### src/hw/rtl/cpm_pkg.sv
// ----------------------------------------------------------------------------
// cpm_pkg
// Shared types, constants and helpers of the five-to-three class merge.
// ----------------------------------------------------------------------------
package cpm_pkg;

    localparam int WFRAC     = 16;              // fraction bits of a weight
    localparam int WGT_W     = WFRAC + 1;       // weight register width
    localparam int PROB_W    = 8;
    localparam int SUM_W     = 11;              // sum of five probabilities
    localparam int PROD_W    = WGT_W + PROB_W;  // weight times probability
    localparam int T_W       = SUM_W + WFRAC;   // merged class sum
    localparam int WIDE_W    = T_W + 9;         // 510 * t + S * 2^WFRAC
    localparam int NUM_W     = WIDE_W - WFRAC - 1;
    localparam int DIV_STG   = PROB_W;          // one quotient bit per stage
    localparam int CFG_IDX_W = 2;

    localparam logic [WGT_W-1:0] W_ONE = WGT_W'(1) << WFRAC;

    typedef enum logic [CFG_IDX_W-1:0] {
        CFG_WEIGHT_LOW  = 2'd0,
        CFG_WEIGHT_HIGH = 2'd1,
        CFG_BG_LABEL    = 2'd2
    } cfg_idx_t;

    typedef struct packed {
        logic upd;      // old label reached the threshold
        logic zero;     // all five probabilities are zero
    } side_t;

    // weights above 1.0 saturate to 1.0
    function automatic logic [WGT_W-1:0] clamp_weight(input logic [WGT_W-1:0] v);
        return (v > W_ONE) ? W_ONE : v;
    endfunction

endpackage

### src/hw/rtl/cpm_div.sv
// ----------------------------------------------------------------------------
// cpm_div
// Pipelined restoring divider: one quotient bit per stage, MSB first.
// ----------------------------------------------------------------------------
module cpm_div
    import cpm_pkg::*;
(
    input  logic                 clk,
    input  logic [DIV_STG-1:0]   en,     // load enable of each stage
    input  logic [NUM_W-1:0]     num,
    input  logic [SUM_W-1:0]     den,
    output logic [PROB_W-1:0]    quot
);

    logic [NUM_W-1:0]  rem_reg [DIV_STG-1];
    logic [SUM_W-1:0]  den_reg [DIV_STG-1];
    logic [PROB_W-1:0] q_reg   [DIV_STG];

    logic [NUM_W-1:0]  rem_in  [DIV_STG];
    logic [SUM_W-1:0]  den_in  [DIV_STG];
    logic [PROB_W-1:0] q_in    [DIV_STG];
    logic [NUM_W-1:0]  rem_next[DIV_STG];
    logic [PROB_W-1:0] q_next  [DIV_STG];

    always_comb
    begin
        for (int j = 0; j < DIV_STG; j++)
        begin
            if (j == 0)
            begin
                rem_in[j] = num;
                den_in[j] = den;
                q_in[j]   = '0;
            end
            else
            begin
                rem_in[j] = rem_reg[j-1];
                den_in[j] = den_reg[j-1];
                q_in[j]   = q_reg[j-1];
            end
        end
    end

    always_comb
    begin
        logic [NUM_W-1:0] trial;
        for (int j = 0; j < DIV_STG; j++)
        begin
            trial = NUM_W'(den_in[j]) << (DIV_STG - 1 - j);
            if (rem_in[j] >= trial)
            begin
                rem_next[j] = rem_in[j] - trial;
                q_next[j]   = q_in[j] | (PROB_W'(1) << (DIV_STG - 1 - j));
            end
            else
            begin
                rem_next[j] = rem_in[j];
                q_next[j]   = q_in[j];
            end
        end
    end

    always_ff @(posedge clk)
    begin
        for (int j = 0; j < DIV_STG; j++)
        begin
            if (en[j])
            begin
                q_reg[j] <= q_next[j];
                if (j < DIV_STG - 1)
                begin
                    rem_reg[j] <= rem_next[j];
                    den_reg[j] <= den_in[j];
                end
            end
        end
    end

    assign quot = q_reg[DIV_STG-1];

endmodule

### src/hw/rtl/five_to_three_class_prob_merge.sv
// ----------------------------------------------------------------------------
// five_to_three_class_prob_merge
// Merges five class probabilities of a voxel into three and relabels it.
// ----------------------------------------------------------------------------
// Input items arrive on s_axis (one voxel per item); results leave on
// m_axis, one result per input item, in order. cfg writes weight_low,
// weight_high and bg_label by index; cfg_ready is always high and a
// write to an unknown index is dropped. Weights are Q1.16, above 1.0
// they saturate. Write configuration only while the pipe is empty.
// An item passes a multiply stage, two add stages, an 8-stage
// bit-per-stage divider (three in parallel, one per merged class) and
// the output register with argmax. Throughput is one item per cycle
// while m_axis is ready. Every stage holds its own valid bit, so when
// m_axis stalls the pipe keeps filling until all 12 stages hold items,
// then s_axis_tready drops; nothing is lost or repeated.
// Reset empties the pipe and loads weights of 0.5 and bg_label 1.
// ----------------------------------------------------------------------------
module five_to_three_class_prob_merge
    import cpm_pkg::*;
(
    input  logic                  clk,
    input  logic                  rst_n,

    input  logic                  s_axis_tvalid,
    output logic                  s_axis_tready,
    // prob_class0, prob_class1, prob_class2, prob_class3, prob_class4, label_in
    input  logic [47:0]           s_axis_tdata,

    output logic                  m_axis_tvalid,
    input  logic                  m_axis_tready,
    // new_prob0, new_prob1, new_prob2, label_out
    output logic [31:0]           m_axis_tdata,
    // updated
    output logic [0:0]            m_axis_tuser,

    input  logic                  cfg_valid,
    output logic                  cfg_ready,
    input  logic [CFG_IDX_W-1:0]  cfg_index,
    input  logic [WGT_W-1:0]      cfg_data
);

    localparam int NSTG  = DIV_STG + 4;
    localparam int ST_D0 = 3;
    localparam int ST_E  = NSTG - 1;

    // configuration
    logic [WGT_W-1:0]  weight_low_reg;
    logic [WGT_W-1:0]  weight_high_reg;
    logic [PROB_W-1:0] bg_label_reg;

    assign cfg_ready = 1'b1;

    always_ff @(posedge clk or negedge rst_n)
    begin
        if (!rst_n)
        begin
            weight_low_reg  <= W_ONE >> 1;
            weight_high_reg <= W_ONE >> 1;
            bg_label_reg    <= PROB_W'(1);
        end
        else if (cfg_valid)
        begin
            unique case (cfg_idx_t'(cfg_index))
                CFG_WEIGHT_LOW:  weight_low_reg  <= clamp_weight(cfg_data);
                CFG_WEIGHT_HIGH: weight_high_reg <= clamp_weight(cfg_data);
                CFG_BG_LABEL:    bg_label_reg    <= cfg_data[PROB_W-1:0];
                default:         ;
            endcase
        end
    end

    // per-stage valid and ready
    logic [NSTG-1:0] v_reg;
    logic [NSTG-1:0] rdy;
    logic [NSTG-1:0] vin;

    always_comb
    begin
        rdy[NSTG-1] = !v_reg[NSTG-1] || m_axis_tready;
        for (int i = NSTG - 2; i >= 0; i--)
            rdy[i] = !v_reg[i] || rdy[i+1];
    end

    assign vin           = {v_reg[NSTG-2:0], s_axis_tvalid};
    assign s_axis_tready = rdy[0];

    always_ff @(posedge clk or negedge rst_n)
    begin
        if (!rst_n)
            v_reg <= '0;
        else
        begin
            for (int i = 0; i < NSTG; i++)
                if (rdy[i])
                    v_reg[i] <= vin[i];
        end
    end

    // side flags travel with the item up to the output stage
    side_t side_reg [ST_E];
    side_t side_a;

    logic [PROB_W-1:0] in_p0, in_p1, in_p2, in_p3, in_p4, in_lbl;

    assign in_p0  = s_axis_tdata[7:0];
    assign in_p1  = s_axis_tdata[15:8];
    assign in_p2  = s_axis_tdata[23:16];
    assign in_p3  = s_axis_tdata[31:24];
    assign in_p4  = s_axis_tdata[39:32];
    assign in_lbl = s_axis_tdata[47:40];

    logic [SUM_W-1:0] in_sum;
    assign in_sum = SUM_W'(in_p0) + SUM_W'(in_p1) + SUM_W'(in_p2)
                  + SUM_W'(in_p3) + SUM_W'(in_p4);

    assign side_a.upd  = (in_lbl >= bg_label_reg);
    assign side_a.zero = (in_sum == '0);

    always_ff @(posedge clk)
    begin
        for (int i = 0; i < ST_E; i++)
            if (rdy[i])
                side_reg[i] <= (i == 0) ? side_a : side_reg[(i == 0) ? 0 : i - 1];
    end

    // stage A: weight products
    logic [PROB_W-1:0] a_p0_reg, a_p2_reg, a_p4_reg;
    logic [PROD_W-1:0] a_lo1_reg, a_hi1_reg, a_lo3_reg, a_hi3_reg;
    logic [SUM_W-1:0]  a_sum_reg;

    always_ff @(posedge clk)
    begin
        if (rdy[0])
        begin
            a_p0_reg  <= in_p0;
            a_p2_reg  <= in_p2;
            a_p4_reg  <= in_p4;
            a_lo1_reg <= PROD_W'(weight_low_reg) * PROD_W'(in_p1);
            a_hi1_reg <= PROD_W'(W_ONE - weight_low_reg) * PROD_W'(in_p1);
            a_lo3_reg <= PROD_W'(weight_high_reg) * PROD_W'(in_p3);
            a_hi3_reg <= PROD_W'(W_ONE - weight_high_reg) * PROD_W'(in_p3);
            a_sum_reg <= in_sum;
        end
    end

    // stage B: merged sums scaled by 2^WFRAC
    logic [T_W-1:0]   b_t0_reg, b_t1_reg, b_t2_reg;
    logic [SUM_W-1:0] b_sum_reg;

    always_ff @(posedge clk)
    begin
        if (rdy[1])
        begin
            b_t0_reg  <= (T_W'(a_p0_reg) << WFRAC) + T_W'(a_lo1_reg);
            b_t1_reg  <= (T_W'(a_p2_reg) << WFRAC) + T_W'(a_hi1_reg) + T_W'(a_lo3_reg);
            b_t2_reg  <= (T_W'(a_p4_reg) << WFRAC) + T_W'(a_hi3_reg);
            b_sum_reg <= a_sum_reg;
        end
    end

    // stage C: dividend (510*t + S*2^WFRAC) / 2^(WFRAC+1); divisor is the plain sum
    function automatic logic [NUM_W-1:0] dividend(input logic [T_W-1:0]   t,
                                                  input logic [SUM_W-1:0] s);
        logic [WIDE_W-1:0] w;
        w = (WIDE_W'(t) << 9) - (WIDE_W'(t) << 1) + (WIDE_W'(s) << WFRAC);
        return w[WIDE_W-1 -: NUM_W];
    endfunction

    logic [NUM_W-1:0] c_num0_reg, c_num1_reg, c_num2_reg;
    logic [SUM_W-1:0] c_sum_reg;

    always_ff @(posedge clk)
    begin
        if (rdy[2])
        begin
            c_num0_reg <= dividend(b_t0_reg, b_sum_reg);
            c_num1_reg <= dividend(b_t1_reg, b_sum_reg);
            c_num2_reg <= dividend(b_t2_reg, b_sum_reg);
            c_sum_reg  <= b_sum_reg;
        end
    end

    // stages D: three dividers in parallel
    logic [DIV_STG-1:0] div_en;
    logic [PROB_W-1:0]  q0, q1, q2;

    assign div_en = rdy[ST_D0 +: DIV_STG];

    cpm_div u_div0 (.clk(clk), .en(div_en), .num(c_num0_reg), .den(c_sum_reg), .quot(q0));
    cpm_div u_div1 (.clk(clk), .en(div_en), .num(c_num1_reg), .den(c_sum_reg), .quot(q1));
    cpm_div u_div2 (.clk(clk), .en(div_en), .num(c_num2_reg), .den(c_sum_reg), .quot(q2));

    // stage E: argmax, label and output register
    side_t             e_side;
    logic [PROB_W-1:0] n0, n1, n2, best;
    logic [1:0]        idx;
    logic [PROB_W-1:0] lbl_next;

    logic              upd_reg;
    logic [PROB_W-1:0] np0_reg, np1_reg, np2_reg, lbl_reg;

    assign e_side = side_reg[ST_E-1];

    always_comb
    begin
        n0 = e_side.zero ? '0 : q0;
        n1 = e_side.zero ? '0 : q1;
        n2 = e_side.zero ? '0 : q2;
        idx  = 2'd0;
        best = n0;
        if (n1 > best)
        begin
            idx  = 2'd1;
            best = n1;
        end
        if (n2 > best)
            idx = 2'd2;
        lbl_next = bg_label_reg + PROB_W'(idx);
    end

    always_ff @(posedge clk)
    begin
        if (rdy[ST_E])
        begin
            upd_reg <= e_side.upd;
            np0_reg <= e_side.upd ? n0 : '0;
            np1_reg <= e_side.upd ? n1 : '0;
            np2_reg <= e_side.upd ? n2 : '0;
            lbl_reg <= e_side.upd ? lbl_next : '0;
        end
    end

    assign m_axis_tvalid = v_reg[ST_E];
    assign m_axis_tdata  = {lbl_reg, np2_reg, np1_reg, np0_reg};
    assign m_axis_tuser  = upd_reg;

endmodule
### config.mk
export PLATFORM = sky130hd
export DESIGN_NAME = five_to_three_class_prob_merge
export DESIGN_NICKNAME = d
export VERILOG_FILES = /design/src/hw/rtl/cpm_pkg.sv /design/src/hw/rtl/cpm_div.sv /design/src/hw/rtl/five_to_three_class_prob_merge.sv
export SDC_FILE = /design/constraint.sdc
export NUM_CORES = 2
export LEC_CHECK = 0
export ABC_AREA = 1
export BUFFER_PORTS_ARGS = -buffer_cell sky130_fd_sc_hd__buf_4
export CORE_AREA = 5 5 559 451
export CTS_CLUSTER_DIAMETER = 200
export DETAILED_ROUTE_END_ITERATION = 8
export DIE_AREA = 0 0 564 456
export GPL_ROUTABILITY_DRIVEN = 0
export SYNTH_ARGS = -nofsm -noshare
export SYNTH_HDL_FRONTEND = slang
export SYNTH_HIERARCHICAL = 1
export SYNTH_SLANG_ARGS = --single-unit
### constraint.sdc
create_clock -name clk -period 33.7 [get_ports clk]
set_input_delay 0 -clock clk [delete_from_list [all_inputs] [get_ports clk]]
set_output_delay 0 -clock clk [all_outputs]
set_load 0.005 [all_outputs]
==> impl_summary.log <==
INFO  metric drive_above_1_share = 0.0465
INFO  metric slew_headroom = 0.215
INFO  metric hold_depth = 2
INFO  metric via_count = 66800
INFO  metric path_common_cell = nand2_1
INFO  metric path_clk_slew = 0.06 ns
INFO  metric worst-setup-path-type = reg2reg
INFO  metric placement.io_buffers = 106
INFO  metric min_period = 5.73 ns
INFO  metric drt-wirelength-per-cell = 15.6 um
INFO  metric finClkSkew = 0.0717 ns
INFO  metric placementRows = 163
INFO  metric max_freq = 0.175 GHz
INFO  metric critical-path-max-stage-delay = 0.54 ns
INFO  metric report.final.slew_viol_count = 0
INFO  metric die_area = 257000 sq um
INFO  metric postSynthAreaPerCell = 8.40 sq um
INFO  metric areaGrowthSynthToFinish = 10.6%
INFO  metric cts.root.buffer_cell = clkbuf_16
INFO  metric timing.reg2reg.setup_slack = 27.97 ns
INFO  metric timing.rr.end = a_hi1_reg[22]
INFO  metric cts_bufs_inserted = 139
INFO  metric layout_worst_path_cycle_share = 0.170
INFO  metric yosysWarningCount = 6
INFO  metric nets = 11900
INFO  metric wirelength = 220000 um
INFO  metric hold_path_startpoint = s_axis_tdata[19]
INFO  metric drtIter0Drc = 5087
INFO  metric worst_skew_pair_latency = 0.82 ns
INFO  metric chip_height = 456 um
INFO  metric timing.critical_path.required = 34.22 ns
INFO  metric path_max_fanout = 10
INFO  metric final_cell_mix = 2912 x nand2_1, 2067 x inv_1, 1084 x edfxtp_1
INFO  metric path_delay_family = adder cells
INFO  metric drt_drc_violations_left = 0
INFO  metric async_flop_share = 0.0475
INFO  metric initial_core_util = 0.358
INFO  metric top_level_ports = 108
INFO  metric finalInstanceArea = 97200 sq um
INFO  metric grt_pass1_wl = 356000 um
INFO  metric timing.hold.worst.class = in2reg
INFO  metric dpl.hpwl = 177000 um
INFO  metric final_common_cell = nand2_1
INFO  metric fin_setup_tns = 0 ns
INFO  metric gr-total-overflow = 0
INFO  metric critical_path.reg2reg.startpoint = weight_low_reg[0]
INFO  metric rsz0062_at_grt = false
INFO  metric min_to = a_p2_reg[3]
INFO  metric pin_count_of_the_biggest_net_entering_global_routing = 138
INFO  metric ys_types = 59
INFO  metric setup-violations-final = 0
INFO  metric synth.yosys.seq_area_share = 0.386
INFO  metric finalHoldViolations = 0
INFO  metric synth_nets = 11700
INFO  metric cts_tree = yes
INFO  metric ant_nets = 0
INFO  metric cts_num_sinks = 1138
INFO  metric postLayoutCoreUtil = 0.396
INFO  metric cts.path.max_buffers = 4
INFO  metric fp.coreArea = 246000 sq um
INFO  metric synth.ff_latch_count = 1138
INFO  metric synth_enable_flop_cells = 1084
INFO  metric max_slew.worst_pin.slew = 1.18 ns
INFO  metric synth_area = 87900 sq um
INFO  metric post_drt_via_cell_ratio = 4.75
INFO  metric placed_cell_area = 92200 sq um
INFO  metric worst_setup_path_end_kind = flip-flop
INFO  metric crit_path_start_kind = flip-flop
INFO  metric h-tree-depth = 4
INFO  metric synthCells = 10500
INFO  metric gr-usage-all-layers = 0.170
INFO  metric worst_path_max_delay_cell = fa_1
INFO  metric floorplan.die.width = 564 um
INFO  metric max_cap_viol_count = 0
INFO  metric result_of_the_run = finished, final reports clean
INFO  metric worst_ep_arrival_time = 6.25 ns
INFO  metric drtPass1Iterations = 7
INFO  metric worstRegToRegCells = 26
INFO  metric first_global_vias = 64800
INFO  metric grt_antenna_before_repair = 7
INFO  metric number_of_buffers_and_inverters_on_the_critical_path = 7
INFO  metric synth_flop_cell = edfxtp_1
-- per-stage QoR --
step           instances  setup slack (ns)  hold slack (ns)
5_1_grt            14000             27.50           0.0126
3_5_place_dp       13700             28.05           0.0344
2_1_floorplan      10500             20.92           -0.296
3_3_place_gp       13700             28.14           0.0356
4_1_cts            14000             28.06          0.00410
6_report           14100             27.97           0.0552
-- worst max path at each step --
| stage | startpoint | to | slack, ns | cells after the start |
|---|---|---|---|---|
| after global placement | weight_low_reg[0] | a_hi1_reg[22] | 28.14 | 26 |
| final | weight_low_reg[0] | a_hi1_reg[22] | 27.97 | 26 |
| after global routing | weight_low_reg[0] | a_hi1_reg[24] | 27.50 | 25 |
| after floorplan | v_reg[11] | a_hi1_reg[10] | 20.92 | 5 |
| after CTS | weight_low_reg[0] | a_hi1_reg[24] | 28.06 | 25 |
| after detailed placement | weight_low_reg[0] | a_hi1_reg[24] | 28.05 | 25 |
-- synthesized netlist by cell type (7+ instances only) --
cell	number	share of area
o21a_1	28	0.0024
inv_2	30	0.0013
nand3_4	7	0.0014
a21o_1	32	0.0027
o21ai_0	256	0.015
inv_1	2071	0.088
nor4_1	20	0.0014
dfrtp_1	51	0.015
o21bai_1	46	0.0039
a21oi_2	24	0.0024
nand3_2	12	0.0014
o21ai_2	21	0.0021
ha_1	645	0.092
nand4_1	217	0.015
nand3_1	524	0.030
buf_2	13	0.00074
a21oi_1	459	0.026
nor2_2	17	0.0012
and2_1	21	0.0015
edfxtp_1	1084	0.37
xnor2_1	77	0.0077
fa_1	487	0.11
nor2_1	830	0.035
nand2_2	14	0.0010
buf_4	13	0.0011
nor2_4	7	0.00090
xor2_1	206	0.021
buf_6	26	0.0033
nor3_1	86	0.0049
o21ai_1	11	0.00063
a21boi_0	17	0.0015
nand2_1	2915	0.12
nand3b_1	47	0.0040
clkbuf_1	85	0.0036
-- kinds of logic (layout without fill, tap and decap cells) --
logic type	Yosys count	count (layout)	share of synthesized area
AO/OA/AOI/OAI	908	908	0.0574
XOR/XNOR	283	283	0.0282
adder cells (fa/ha/maj)	1132	1132	0.203
buffers and inverters	2254	2535	0.0999
flip-flops	1138	1138	0.386
other	1	7	0.0000426
AND/OR/NAND/NOR	4750	4750	0.226
-- area by class of cell --
type | count | area (sq um)
antenna | 6 | 15.0
timing repair buffer | 190 | 1620
fill | 24700 | 148000
multi-input combinational | 7074 | 45300
clock inverter | 74 | 668
sequential | 1138 | 33900
clock buffer | 165 | 3700
inverter | 2106 | 7930
tap | 3300 | 4130
-- layer usage --
metal  track usage  routed length, um  vias to the layer above
met2         0.262              94400                     1640
met1         0.255             108000                    31200
met5             0                 34                        -
met3        0.0269              13500                      269
met4        0.0319               3920                        6
li1              -                  -                    33700
-- timing repair --
item	4_1_cts	5_1_grt
resized for setup	0	0
hold buffers	69	0
hold endpoints to repair	132	0
setup buffers	0	0
Power is not shown: default switching activity piles up to over one toggle a cycle in this logic, so the estimate is an artifact.
